--- config.mk ---
export PLATFORM = sky130hd
export DESIGN_NAME = source_comment_stripper
export DESIGN_NICKNAME = d
export VERILOG_FILES = /design/src/scs_pkg.sv /design/src/scs_line_front.sv /design/src/scs_queue.sv /design/src/scs_block_back.sv /design/src/source_comment_stripper.sv
export SDC_FILE = /design/constraint.sdc
export NUM_CORES = 1
export LEC_CHECK = 0
export ABC_CLOCK_PERIOD_IN_PS = 7170
export BUFFER_PORTS_ARGS = -buffer_cell sky130_fd_sc_hd__buf_4
export CAP_MARGIN = 20
export CELL_PAD_IN_SITES_DETAIL_PLACEMENT = 2
export CELL_PAD_IN_SITES_GLOBAL_PLACEMENT = 2
export CORE_MARGIN = 4
export CORE_UTILIZATION = 45
export DETAILED_ROUTE_END_ITERATION = 12
export GPL_ROUTABILITY_DRIVEN = 1
export PLACE_DENSITY = 0.86
export SLEW_MARGIN = 30
export SYNTH_ARGS = -nofsm -noshare
export SYNTH_HDL_FRONTEND = slang
export SYNTH_SLANG_ARGS = --single-unit
--- constraint.sdc ---
create_clock -name clk -period 7.17 [get_ports clk]
set_input_delay 0.3585 -clock clk [delete_from_list [all_inputs] [get_ports clk]]
set_output_delay 0.3585 -clock clk [all_outputs]
set_load 0.01 [all_outputs]
--- src/scs_pkg.sv ---
// ============================================================================
// scs_pkg
// Shared types, character codes and the block-comment step function for the
// source comment stripper.
// ============================================================================
package scs_pkg;

    // Character codes
    localparam logic [7:0] CH_SLASH   = 8'h2F;
    localparam logic [7:0] CH_STAR    = 8'h2A;
    localparam logic [7:0] CH_NEWLINE = 8'h0A;

    // Queue between front and back (depth must be a power of two)
    localparam int QUEUE_DEPTH = 2;
    localparam int QUEUE_AW    = $clog2(QUEUE_DEPTH);

    // Result slots per request in the back end
    localparam int SLOT_COUNT = 4;
    localparam int SLOT_AW    = $clog2(SLOT_COUNT);

    // Line-comment stage states; code 3 behaves as normal
    typedef enum logic [1:0] {
        LS_NORMAL = 2'd0,
        LS_SLASH  = 2'd1,
        LS_INLINE = 2'd2
    } line_state_t;

    // Block-comment stage states
    typedef enum logic [1:0] {
        BS_NORMAL = 2'd0,
        BS_SLASH  = 2'd1,
        BS_BLOCK  = 2'd2,
        BS_STAR   = 2'd3
    } block_state_t;

    // Bytes that survive the line stage for one source byte
    typedef struct packed {
        logic [7:0] b0;
        logic [7:0] b1;
        logic [1:0] cnt;
        logic       last;
    } line_item_t;

    // One byte through the block stage: next state and up to two bytes out
    typedef struct packed {
        block_state_t state;
        logic [1:0]   n;
        logic [7:0]   o0;
        logic [7:0]   o1;
    } block_step_t;

    function automatic block_step_t block_step(input block_state_t st,
                                               input logic [7:0] c);
        block_step_t r;
        r.state = st;
        r.n     = 2'd0;
        r.o0    = c;
        r.o1    = c;
        case (st)
            BS_NORMAL:
            begin
                if (c == CH_SLASH) r.state = BS_SLASH;
                else               r.n     = 2'd1;
            end
            BS_SLASH:
            begin
                if (c == CH_STAR) begin
                    r.state = BS_BLOCK;
                end else if (c == CH_SLASH) begin
                    r.n  = 2'd1;
                    r.o0 = CH_SLASH;
                end else begin
                    r.n     = 2'd2;
                    r.o0    = CH_SLASH;
                    r.state = BS_NORMAL;
                end
            end
            BS_BLOCK:
            begin
                if (c == CH_NEWLINE)   r.n     = 2'd1;
                else if (c == CH_STAR) r.state = BS_STAR;
            end
            default:
            begin
                // after '*' inside a comment
                if (c == CH_SLASH) begin
                    r.state = BS_NORMAL;
                end else if (c == CH_NEWLINE) begin
                    r.n     = 2'd1;
                    r.state = BS_BLOCK;
                end else if (c != CH_STAR) begin
                    r.state = BS_BLOCK;
                end
            end
        endcase
        return r;
    endfunction

endpackage

--- src/scs_line_front.sv ---
// ============================================================================
// scs_line_front
// Front end: takes one source byte per cycle unless the queue is full, removes
// line comments and forwards the surviving bytes (zero to two) as one queue request.
// ============================================================================
module scs_line_front (
    input  logic              clk,
    input  logic              rst_n,
    input  logic              in_valid,
    output logic              in_stall,
    input  logic [7:0]        in_char,
    input  logic              in_last,
    output logic              push,
    output scs_pkg::line_item_t push_item,
    input  logic              q_full
);
    import scs_pkg::*;

    line_state_t state_reg;
    line_state_t state_next;
    line_item_t  item;
    logic        accept;

    assign in_stall = q_full;
    assign accept   = in_valid && !q_full;

    // Line stage next state and forwarded bytes
    always_comb
    begin
        state_next = state_reg;
        item.b0    = in_char;
        item.b1    = in_char;
        item.cnt   = 2'd0;
        item.last  = in_last;
        case (state_reg)
            LS_SLASH:
            begin
                if (in_char == CH_SLASH) begin
                    state_next = LS_INLINE;
                end else begin
                    item.b0    = CH_SLASH;
                    item.cnt   = 2'd2;
                    state_next = LS_NORMAL;
                end
            end
            LS_INLINE:
            begin
                if (in_char == CH_NEWLINE) begin
                    item.cnt   = 2'd1;
                    state_next = LS_NORMAL;
                end
            end
            default:
            begin
                if (in_char == CH_SLASH) begin
                    state_next = LS_SLASH;
                end else begin
                    item.cnt   = 2'd1;
                    state_next = LS_NORMAL;
                end
            end
        endcase
        // End of text: flush a held slash, restart the stage
        if (in_last) begin
            if (state_next == LS_SLASH) begin
                item.b0  = CH_SLASH;
                item.cnt = 2'd1;
            end
            state_next = LS_NORMAL;
        end
    end

    assign push      = accept && ((item.cnt != 2'd0) || in_last);
    assign push_item = item;

    // State register
    always_ff @(posedge clk or negedge rst_n)
    begin
        if (!rst_n)      state_reg <= LS_NORMAL;
        else if (accept) state_reg <= state_next;
    end

endmodule

--- src/scs_queue.sv ---
// ============================================================================
// scs_queue
// Short register queue between the line front end and the block back end.
// ============================================================================
module scs_queue (
    input  logic                clk,
    input  logic                rst_n,
    input  logic                push,
    input  scs_pkg::line_item_t push_item,
    output logic                full,
    output logic                q_valid,
    output scs_pkg::line_item_t q_item,
    input  logic                pop
);
    import scs_pkg::*;

    line_item_t             mem_reg [QUEUE_DEPTH];
    logic [QUEUE_AW-1:0]    wr_ptr_reg;
    logic [QUEUE_AW-1:0]    rd_ptr_reg;
    logic [QUEUE_AW:0]      count_reg;
    logic [QUEUE_AW:0]      count_next;

    assign full    = (count_reg == (QUEUE_AW+1)'(QUEUE_DEPTH));
    assign q_valid = (count_reg != '0);
    assign q_item  = mem_reg[rd_ptr_reg];

    always_comb
    begin
        count_next = count_reg;
        if (push && !pop)      count_next = count_reg + 1'b1;
        else if (!push && pop) count_next = count_reg - 1'b1;
    end

    // Pointers and fill count
    always_ff @(posedge clk or negedge rst_n)
    begin
        if (!rst_n) begin
            wr_ptr_reg <= '0;
            rd_ptr_reg <= '0;
            count_reg  <= '0;
        end else begin
            if (push) wr_ptr_reg <= wr_ptr_reg + 1'b1;
            if (pop)  rd_ptr_reg <= rd_ptr_reg + 1'b1;
            count_reg <= count_next;
        end
    end

    // Entry storage
    always_ff @(posedge clk)
    begin
        if (push) mem_reg[wr_ptr_reg] <= push_item;
    end

endmodule

--- src/scs_block_back.sv ---
// ============================================================================
// scs_block_back
// Back end: runs the block-comment stage over one queued request, builds its
// results (up to four) in an output buffer, handed out one per cycle unless stalled.
// ============================================================================
module scs_block_back (
    input  logic                clk,
    input  logic                rst_n,
    input  logic                q_valid,
    input  scs_pkg::line_item_t q_item,
    output logic                pop,
    output logic                out_valid,
    input  logic                out_stall,
    output logic [7:0]          out_char,
    output logic                has_char,
    output logic                out_last,
    output logic                unterminated
);
    import scs_pkg::*;

    block_state_t        bs_reg;
    block_state_t        bs_next;
    logic [7:0]          char_reg  [SLOT_COUNT];
    logic                has_reg   [SLOT_COUNT];
    logic [7:0]          char_next [SLOT_COUNT];
    logic                has_next  [SLOT_COUNT];
    logic [SLOT_AW:0]    cnt_reg;
    logic [SLOT_AW:0]    cnt_next;
    logic [SLOT_AW-1:0]  ptr_reg;
    logic                last_reg;
    logic                open_reg;
    logic                open_next;
    logic                out_accept;

    // Build the result list for the request at the head of the queue
    always_comb
    begin
        block_step_t st;
        st        = '0;
        bs_next   = bs_reg;
        cnt_next  = '0;
        open_next = 1'b0;
        for (int i = 0; i < SLOT_COUNT; i++) begin
            char_next[i] = 8'd0;
            has_next[i]  = 1'b1;
        end
        for (int k = 0; k < 2; k++) begin
            if (k < int'(q_item.cnt)) begin
                st      = block_step(bs_next, (k == 0) ? q_item.b0 : q_item.b1);
                bs_next = st.state;
                if (st.n != 2'd0 && cnt_next < (SLOT_AW+1)'(SLOT_COUNT)) begin
                    char_next[cnt_next[SLOT_AW-1:0]] = st.o0;
                    cnt_next = cnt_next + 1'b1;
                end
                if (st.n == 2'd2 && cnt_next < (SLOT_AW+1)'(SLOT_COUNT)) begin
                    char_next[cnt_next[SLOT_AW-1:0]] = st.o1;
                    cnt_next = cnt_next + 1'b1;
                end
            end
        end
        // End of text: flush a held slash, report an open comment
        if (q_item.last) begin
            if (bs_next == BS_SLASH && cnt_next < (SLOT_AW+1)'(SLOT_COUNT)) begin
                char_next[cnt_next[SLOT_AW-1:0]] = CH_SLASH;
                cnt_next = cnt_next + 1'b1;
            end
            open_next = bs_next inside {BS_BLOCK, BS_STAR};
            if (cnt_next == '0) begin
                has_next[0] = 1'b0;
                cnt_next    = (SLOT_AW+1)'(1);
            end
            bs_next = BS_NORMAL;
        end
    end

    // Output side
    assign out_valid    = (cnt_reg != '0);
    assign out_accept   = out_valid && !out_stall;
    assign out_char     = char_reg[ptr_reg];
    assign has_char     = has_reg[ptr_reg];
    assign out_last     = last_reg && (cnt_reg == (SLOT_AW+1)'(1));
    assign unterminated = open_reg && out_last;

    // Load the next request once the buffer drains this cycle
    assign pop = q_valid &&
                 ((cnt_reg == '0) || ((cnt_reg == (SLOT_AW+1)'(1)) && out_accept));

    // Control state
    always_ff @(posedge clk or negedge rst_n)
    begin
        if (!rst_n) begin
            bs_reg   <= BS_NORMAL;
            cnt_reg  <= '0;
            ptr_reg  <= '0;
            last_reg <= 1'b0;
            open_reg <= 1'b0;
        end else if (pop) begin
            bs_reg   <= bs_next;
            cnt_reg  <= cnt_next;
            ptr_reg  <= '0;
            last_reg <= q_item.last;
            open_reg <= open_next;
        end else if (out_accept) begin
            cnt_reg <= cnt_reg - 1'b1;
            ptr_reg <= ptr_reg + 1'b1;
        end
    end

    // Result payload
    always_ff @(posedge clk)
    begin
        if (pop) begin
            for (int i = 0; i < SLOT_COUNT; i++) begin
                char_reg[i] <= char_next[i];
                has_reg[i]  <= has_next[i];
            end
        end
    end

endmodule

--- src/source_comment_stripper.sv ---
// ============================================================================
// source_comment_stripper
// Streams source text and removes line and block comments in two stages.
// ============================================================================
// A byte's results pass through the queue and then the back end's output buffer.
// Throughput: one byte per cycle in, one result per cycle out while out_stall is
// low, so a byte yielding several results holds the back end until all are out,
// and the two-entry queue absorbs that before the input stalls.
// Reset: asynchronous, active low; both stages return to normal, queue and
// output buffer empty.
module source_comment_stripper (
    input  logic       clk,
    input  logic       rst_n,
    input  logic       in_valid,
    output logic       in_stall,
    input  logic [7:0] in_char,
    input  logic       in_last,
    output logic       out_valid,
    input  logic       out_stall,
    output logic [7:0] out_char,
    output logic       has_char,
    output logic       out_last,
    output logic       unterminated
);
    import scs_pkg::*;

    logic       push;
    line_item_t push_item;
    logic       q_full;
    logic       q_valid;
    line_item_t q_item;
    logic       pop;

    // Line-comment front end
    scs_line_front u_front (
        .clk       (clk),
        .rst_n     (rst_n),
        .in_valid  (in_valid),
        .in_stall  (in_stall),
        .in_char   (in_char),
        .in_last   (in_last),
        .push      (push),
        .push_item (push_item),
        .q_full    (q_full)
    );

    // Decoupling queue
    scs_queue u_queue (
        .clk       (clk),
        .rst_n     (rst_n),
        .push      (push),
        .push_item (push_item),
        .full      (q_full),
        .q_valid   (q_valid),
        .q_item    (q_item),
        .pop       (pop)
    );

    // Block-comment back end
    scs_block_back u_back (
        .clk          (clk),
        .rst_n        (rst_n),
        .q_valid      (q_valid),
        .q_item       (q_item),
        .pop          (pop),
        .out_valid    (out_valid),
        .out_stall    (out_stall),
        .out_char     (out_char),
        .has_char     (has_char),
        .out_last     (out_last),
        .unterminated (unterminated)
    );

endmodule
-- Word-level counts from Yosys, hierarchy flattened
Memories as Yosys holds them, arrays and structs flattened.
Index checks and enable logic that the tools add are counted.
- bits in registers: 15
- latch bits: 0
- RAM bits: 74
- bits in read-only memories: 0
- input port bits: 13
- output and inout port bits: 13
- logic and storage cells: 199
- memories: 3
- memories (memory ; depth ; width ; read ports ; clocked after Yosys merged registers in ; wr ports ; RTL line ; source):
    u_queue.mem_reg ; 2 ; 19 ; 1 ; 0 ; 1 ; scs_queue.sv:17 ; line_item_t mem_reg [QUEUE_DEPTH];
    u_back.char_reg ; 4 ; 8 ; 1 ; 0 ; 4 ; scs_block_back.sv:23 ; logic [7:0] char_reg [SLOT_COUNT];
    u_back.has_reg ; 4 ; 1 ; 1 ; 0 ; 4 ; scs_block_back.sv:24 ; logic has_reg [SLOT_COUNT];
- add/sub/neg operators: 10
- multipliers: 0
- div/mod/pow operators: 0
- magnitude comparators: 14
- equal/unequal tests: 24
- shifts and indexed selects: 0
- mux-type cells: 97
- bitwise operators: 7
- reductions and logical operators: 35
- operator list (kind ; count):
    32-bit 2-to-1 mux ; 8
    8-bit 2-to-1 mux ; 13
    32-bit bitwise mux ; 3
    8-bit demux with 2-bit select ; 4
    2-bit 2-to-1 mux ; 30
    8-bit by 6-bit == test with 1-bit output, second input constant ; 5
    10-bit 2-to-1 mux ; 4
    3-bit 2-to-1 mux ; 13
    8-bit by 4-bit == test with 1-bit output, second input constant ; 3
    4-bit one-hot mux with 3 select lines ; 2
    20-bit bitwise OR ; 1
    1-bit logical AND ; 17
    2-bit == test, second input constant ; 8
    1-bit 2-to-1 mux ; 16
    8-bit by 6-bit inequality test with 1-bit output, second input constant ; 2
    2-bit nonzero test ; 7
    3-bit by 1-bit adder with 3-bit output, second input constant ; 4
    12-bit bitwise AND ; 1
    3-bit >= comparator, second input constant ; 4
    3-bit by 1-bit < comparator with 1-bit output, second input constant ; 4
    3-bit < comparator, second input constant ; 4
    12-bit inverter ; 1
    2-bit inverter with 3-bit output ; 4
    2-bit by 1-bit == test with 1-bit output, second input constant ; 5
    13 further kinds ; 24

-- Depth between registers and ports, before layout
An unclocked memory read counts as a cell.
- depth in word-level cells: 31
- depth in mapped cells: 17
- gate-level depth less buffers: 16

-- Hierarchy
Synthesis repeated with hierarchy kept, for this count alone.
- cells, all modules: 448
- area total of the unflattened synthesis: 5122.4 um^2
- by module, submodules not included (module ; instances ; cells an instance ; area an instance (um^2) ; seq. area each (um^2)):
    scs_block_back ; 1 ; 312 ; 3050.4 ; 1276.2
    scs_queue ; 1 ; 75 ; 1640.3 ; 1241.2
    scs_line_front ; 1 ; 61 ; 431.7 ; 50.0

-- Worst setup path after synthesis
No wires, ideal clock.
- kind: register to register
- start point: register u_queue.rd_ptr_reg
- end point: register u_back.cnt_reg[0]
- library setup time: 0.173 ns
- arrival: 3.825 ns
- data required time: 6.997 ns
- slack: 3.172 ns
- cell stages (with the launch flop): 16
- buffers on the path: 1
- period minus slack after synthesis: 3.998 ns
- cell sequence: dfrtp_1 or3_1 o22a_1 or3_1 a31o_2 nand2_1 ha_1 a21o_1 ha_1 a22oi_1 a2bb2o_4 buf_6 ha_1 a21oi_1 o2bb2ai_1 a211oi_2
- longest elaborated chain between the ends: 29
- elaborated cells between the ends (all ways): 77
- classes of those cells: 4 x add/sub; 6 x order compare; 13 x eq/ne; 45 x mux; 8 x reduce/logical; 1 x memory
- RTL lines (element ; RTL line ; source):
    from (decl) ; scs_queue.sv:19 ; logic [QUEUE_AW-1:0] rd_ptr_reg;
    from (signal assigned) ; scs_queue.sv:43 ; if (pop) rd_ptr_reg <= rd_ptr_reg + 1'b1;
    memory 2 x 19 bit * ; -- ;
    8-bit by 4-bit == test with 1-bit output or 8-bit by 6-bit == test with 1-bit output (tied branches) ; -- ;
    1-bit 2-to-1 mux or 10-bit 2-to-1 mux (tied branches) ; scs_pkg.sv:80, scs_pkg.sv:88, scs_pkg.sv:69 ;
    2-bit 2-to-1 mux or 10-bit 2-to-1 mux (tied branches) ; scs_pkg.sv:86, scs_pkg.sv:67 ;
    4-bit one-hot mux with 3 select lines ; scs_pkg.sv:59 ; case (st)
    4-bit 2-to-1 mux ; scs_block_back.sv:48 ; if (k < int'(q_item.cnt)) begin
    2-bit nonzero test ; scs_block_back.sv:51 ; if (st.n != 2'd0 && cnt_next < (SLOT_AW+1)'(SLOT_COUNT)) begin
    1-bit 2-to-1 mux ; scs_block_back.sv:51 ;
    (+13 left out) ; -- ;
    3-bit < comparator ; scs_block_back.sv:63 ; if (bs_next == BS_SLASH && cnt_next < (SLOT_AW+1)'(SLOT_COUNT)) begin
    1-bit logical AND ; scs_block_back.sv:63 ;
    3-bit 2-to-1 mux ; scs_block_back.sv:63 ;
    3-bit 2-to-1 mux ; scs_block_back.sv:62 ; if (q_item.last) begin
    3-bit zero test ; scs_block_back.sv:68 ; if (cnt_next == '0) begin
    3-bit 2-to-1 mux ; scs_block_back.sv:68 ;
    3-bit 2-to-1 mux * ; scs_block_back.sv:62 ;
    3-bit 2-to-1 mux * ; scs_block_back.sv:97 ; end else if (pop) begin
    to (signal assigned) ; scs_block_back.sv:99 ; cnt_reg <= cnt_next;
    to (signal assigned) ; scs_block_back.sv:104 ; cnt_reg <= cnt_reg - 1'b1;
    to (decl) ; scs_block_back.sv:27 ; logic [SLOT_AW:0] cnt_reg;
Mark *: on every way between the ends. The rest lies on a longest branch, timed or not. The select of a mux whose other input is x is not followed.
A chain may end at the register's enable or synchronous reset.

==> flow_metrics.py <==
metrics = {
    "run_status": {
        "outcome": "complete, no violations",
    },
    "worst_setup_path": {
        "critPathBufInv": 2,
        "path_cells": "buf_4 > or3b_4 > o22a_1 > or3_1 > a31o_2 > nand2_1 > inv_1 > ha_1 > a211oi_2 > nor2_1 > a22oi_1 > a2bb2o_4 > ha_1 > nand2_1 > o311ai_0",
        "slowest_stage": "dfrtp_2",
        "critPathKind": "register to register",
        "startpoint_type": "register",
        "cp.depth": 15,
        "cp_data_required_time_ns": 7.18,
        "cp_top_family": "compound AO/OA/AOI/OAI gates",
        "arrival_ns": 5.20,
        "r2r_cells": 15,
        "critPathMaxFanout": 23,
        "cp-end-kind": "register",
        "max_stage_delay_ns": 0.73,
    },
    "finish": {
        "final_core_util_pct": 51.7,
        "n_antenna_cell": 0,
        "layout.nets": 514,
        "layout_commonest_cell": "edfxtp_1",
        "largest_reg_flops": 38,
        "area_growth_syn_to_layout_pct": 12.9,
        "drive_gt1_share_pct": 20.3,
        "mostFrequentLayoutCells": "edfxtp_1, nand2_1, nor2_1",
    },
    "global_route": {
        "antenna_found_initial": 0,
        "grt_usage_pct": 25.8,
        "grt_pass1_vias": 4381,
        "grt_first_pass_wirelength_mm": 25.6,
        "grt-ovfl-total": 0,
        "grt_max_degree": 39,
    },
    "pwr": {
        "p_per_area_nw_per_um2": 421,
        "leakagePower_nw": 2.25,
        "internal-power_mw": 1.53,
        "pwr-share-comb_pct": 42.1,
        "p_clk_share_pct": 22.4,
        "swShare_pct": 38.3,
        "p_seq_share_pct": 35.5,
        "switching_power_mw": 0.948,
        "max-vdd-ir-drop_v": 0.000236,
    },
    "die": {
        "die_x_um": 116,
        "die_h_um": 116,
        "io_pins": 26,
        "coreArea_um2": 11400,
        "die_area_um2": 13300,
        "num_rows": 39,
        "start_util_pct": 45.8,
    },
    "synth": {
        "ys_types": 84,
        "synth.avg_cell_area_um2": 11.3,
        "ys_seq_area_share_pct": 49.3,
        "yosys_warnings": 0,
        "synth-edff-count": 71,
        "synth_ff_type": "edfxtp_1",
        "synthCells": 462,
        "synthArstFlopShare_pct": 16.9,
        "syn-num-nets": 489,
        "ys_seq_elements": 89,
        "netlist_area_um2": 5200,
    },
    "cts": {
        "cts_buffer_depth": 2,
        "clkLatencyLatePin_ns": 0.35,
        "cts.clk_slew.worst_paths_ns": 0.07,
        "cts.sinks": 89,
        "tritoncts": "done",
        "cts_root_buf": "clkbuf_16",
        "cts_made_buffers": 9,
        "htree_levels": 3,
    },
    "sta": {
        "max_slew.worst_pin.slew_ns": 0.886,
        "slew_headroom_pct": 41.0,
        "final_max_slew_viol_count": 0,
        "period_minus_slack_ns": 5.18,
        "fmax_mhz": 193,
        "fin_crit_sh_pct": 72.3,
        "hold_viol": 0,
        "setup_viol": 0,
        "tns_ns": 0,
        "finClkSkew_ns": 0.0135,
        "rsz0062_at_grt": "false",
    },
    "routing": {
        "routed_wl_mm": 16.5,
        "drc": 0,
        "dr.pass1.iters": 4,
        "vias": 3942,
        "drtIter0Drc": 196,
        "viasPerCell": 6.21,
        "post_drt_wl_per_cell_um": 25.9,
        "final_antenna_net_count": 0,
    },
    "job": {
        "drv_cap": 0,
    },
    "min_path": {
        "hold_depth": 1,
        "min_path_type": "input port to register",
    },
    "place": {
        "dpl.hpwl_mm": 11.9,
        "place.gp.congestion": 0.889,
        "io_buffers": 25,
    },
}
[worst register-to-register path, cell delays in order (launching register included)]
cell      delay, ns
dfrtp_2        0.73
buf_4          0.30
or3b_4         0.43
o22a_1         0.29
or3_1          0.36
a31o_2         0.26
nand2_1        0.29
inv_1          0.16
ha_1           0.29
a211oi_2       0.45
nor2_1         0.11
a22oi_1        0.20
a2bb2o_4       0.27
ha_1           0.20
nand2_1        0.20
o311ai_0       0.32
[cell type report]
class	instances	area, µm²
Tap cell	143	179
Clock buffer	11	243
Clock inverter	5	103
Fill cell	1109	5500
Inverter	20	76.3
Multi-Input combinational cell	337	2480
Timing Repair Buffer	30	228
Sequential cell	89	2570
[cells in the mapped netlist (3+ instances only)]
| cell type | number | share of area (%) |
|---|---|---|
| a211oi_2 | 4 | 0.96 |
| o211ai_1 | 5 | 0.72 |
| and3_1 | 9 | 1.1 |
| dfrtp_1 | 15 | 7.2 |
| a21oi_1 | 16 | 1.5 |
| inv_1 | 18 | 1.3 |
| clkbuf_1 | 9 | 0.65 |
| nand3_1 | 11 | 1.1 |
| nand2_1 | 59 | 4.3 |
| edfxtp_1 | 71 | 41 |
| nor2b_1 | 4 | 0.48 |
| a21o_1 | 7 | 1.0 |
| o31ai_1 | 3 | 0.43 |
| o311ai_0 | 4 | 0.67 |
| o21ai_0 | 13 | 1.3 |
| ha_1 | 14 | 3.4 |
| xnor2_1 | 10 | 1.7 |
| a31o_2 | 3 | 0.51 |
| nor3_1 | 9 | 0.87 |
| o22ai_1 | 6 | 0.72 |
| mux4_2 | 9 | 3.9 |
| nand2b_1 | 4 | 0.48 |
| or2_2 | 8 | 0.96 |
| mux2i_1 | 16 | 3.1 |
| o21ai_1 | 3 | 0.29 |
| nor2_1 | 34 | 2.5 |
| a22oi_1 | 6 | 0.87 |
| or3_1 | 4 | 0.48 |
| mux2_2 | 8 | 1.7 |
| nand4_1 | 3 | 0.36 |
| a31oi_1 | 3 | 0.36 |
| and2_1 | 9 | 1.1 |
| dfxtp_1 | 3 | 1.2 |
[repair_timing]
item,in CTS,in global routing
hold buffers,1,0
hold endpoints to repair,15,0
resized for setup,0,0
setup buffers,0,0
[layer usage]
| layer | GRT usage [%] | share of wire [%] |
|---|---|---|
| met1 | 29.3 | 40 |
| met2 | 48.1 | 54 |
| met5 | 0 | 0 |
| met3 | 4.02 | 3.4 |
| met4 | 10.3 | 2.6 |
[path summary, 6_finish.rpt]
path                               startpoint                endpoint  slack (ns)
max                        u_queue.rd_ptr_reg   u_back.char_reg[1][3]        1.99
min                                in_char[7]  u_queue.mem_reg[1][10]        0.21
max reg2reg                u_queue.rd_ptr_reg   u_back.char_reg[1][3]        1.99
min reg2reg                 u_back.has_reg[1]       u_back.has_reg[1]        0.46
max in group asynchronous               rst_n      u_queue.rd_ptr_reg        6.55
min in group asynchronous               rst_n         u_back.open_reg        0.41
[stage by stage]
step | hold WS, ns | power (mW) | area (µm²) | setup slack, ns | cells
finish | 0.211 | 2.47 | 5870 | 1.99 | 635
floorplan | 0.0629 | 1.57 | 5200 | 3.17 | 462
global placement | 0.226 | 1.83 | 5520 | 2.18 | 618
global route | 0.207 | 2.61 | 5870 | 1.79 | 635
detailed placement | 0.235 | 1.91 | 5520 | 1.87 | 618
CTS | 0.201 | 2.49 | 5870 | 1.66 | 635
[logic make-up (layout without fill, tap and decap cells)]
logic type	Yosys count	in the layout	share of synthesized area, %
simple gates	170	170	16.4
compound gates	107	107	16.6
flops	89	89	49.3
buf+inv	36	66	3.08
mux	34	34	9.14
fa+ha+maj	14	14	3.37
xor+xnor	12	12	2.02
[power groups by stage]
stage	clock [mW]	combinational (mW)	sequential (mW)
detailed placement	0	1.02	0.886
global route	0.581	1.13	0.899
global placement	0	0.965	0.865
finish	0.553	1.04	0.878
floorplan	0	0.767	0.799
CTS	0.561	1.04	0.883
No activity file was read; power rests on OpenSTA's default activity.
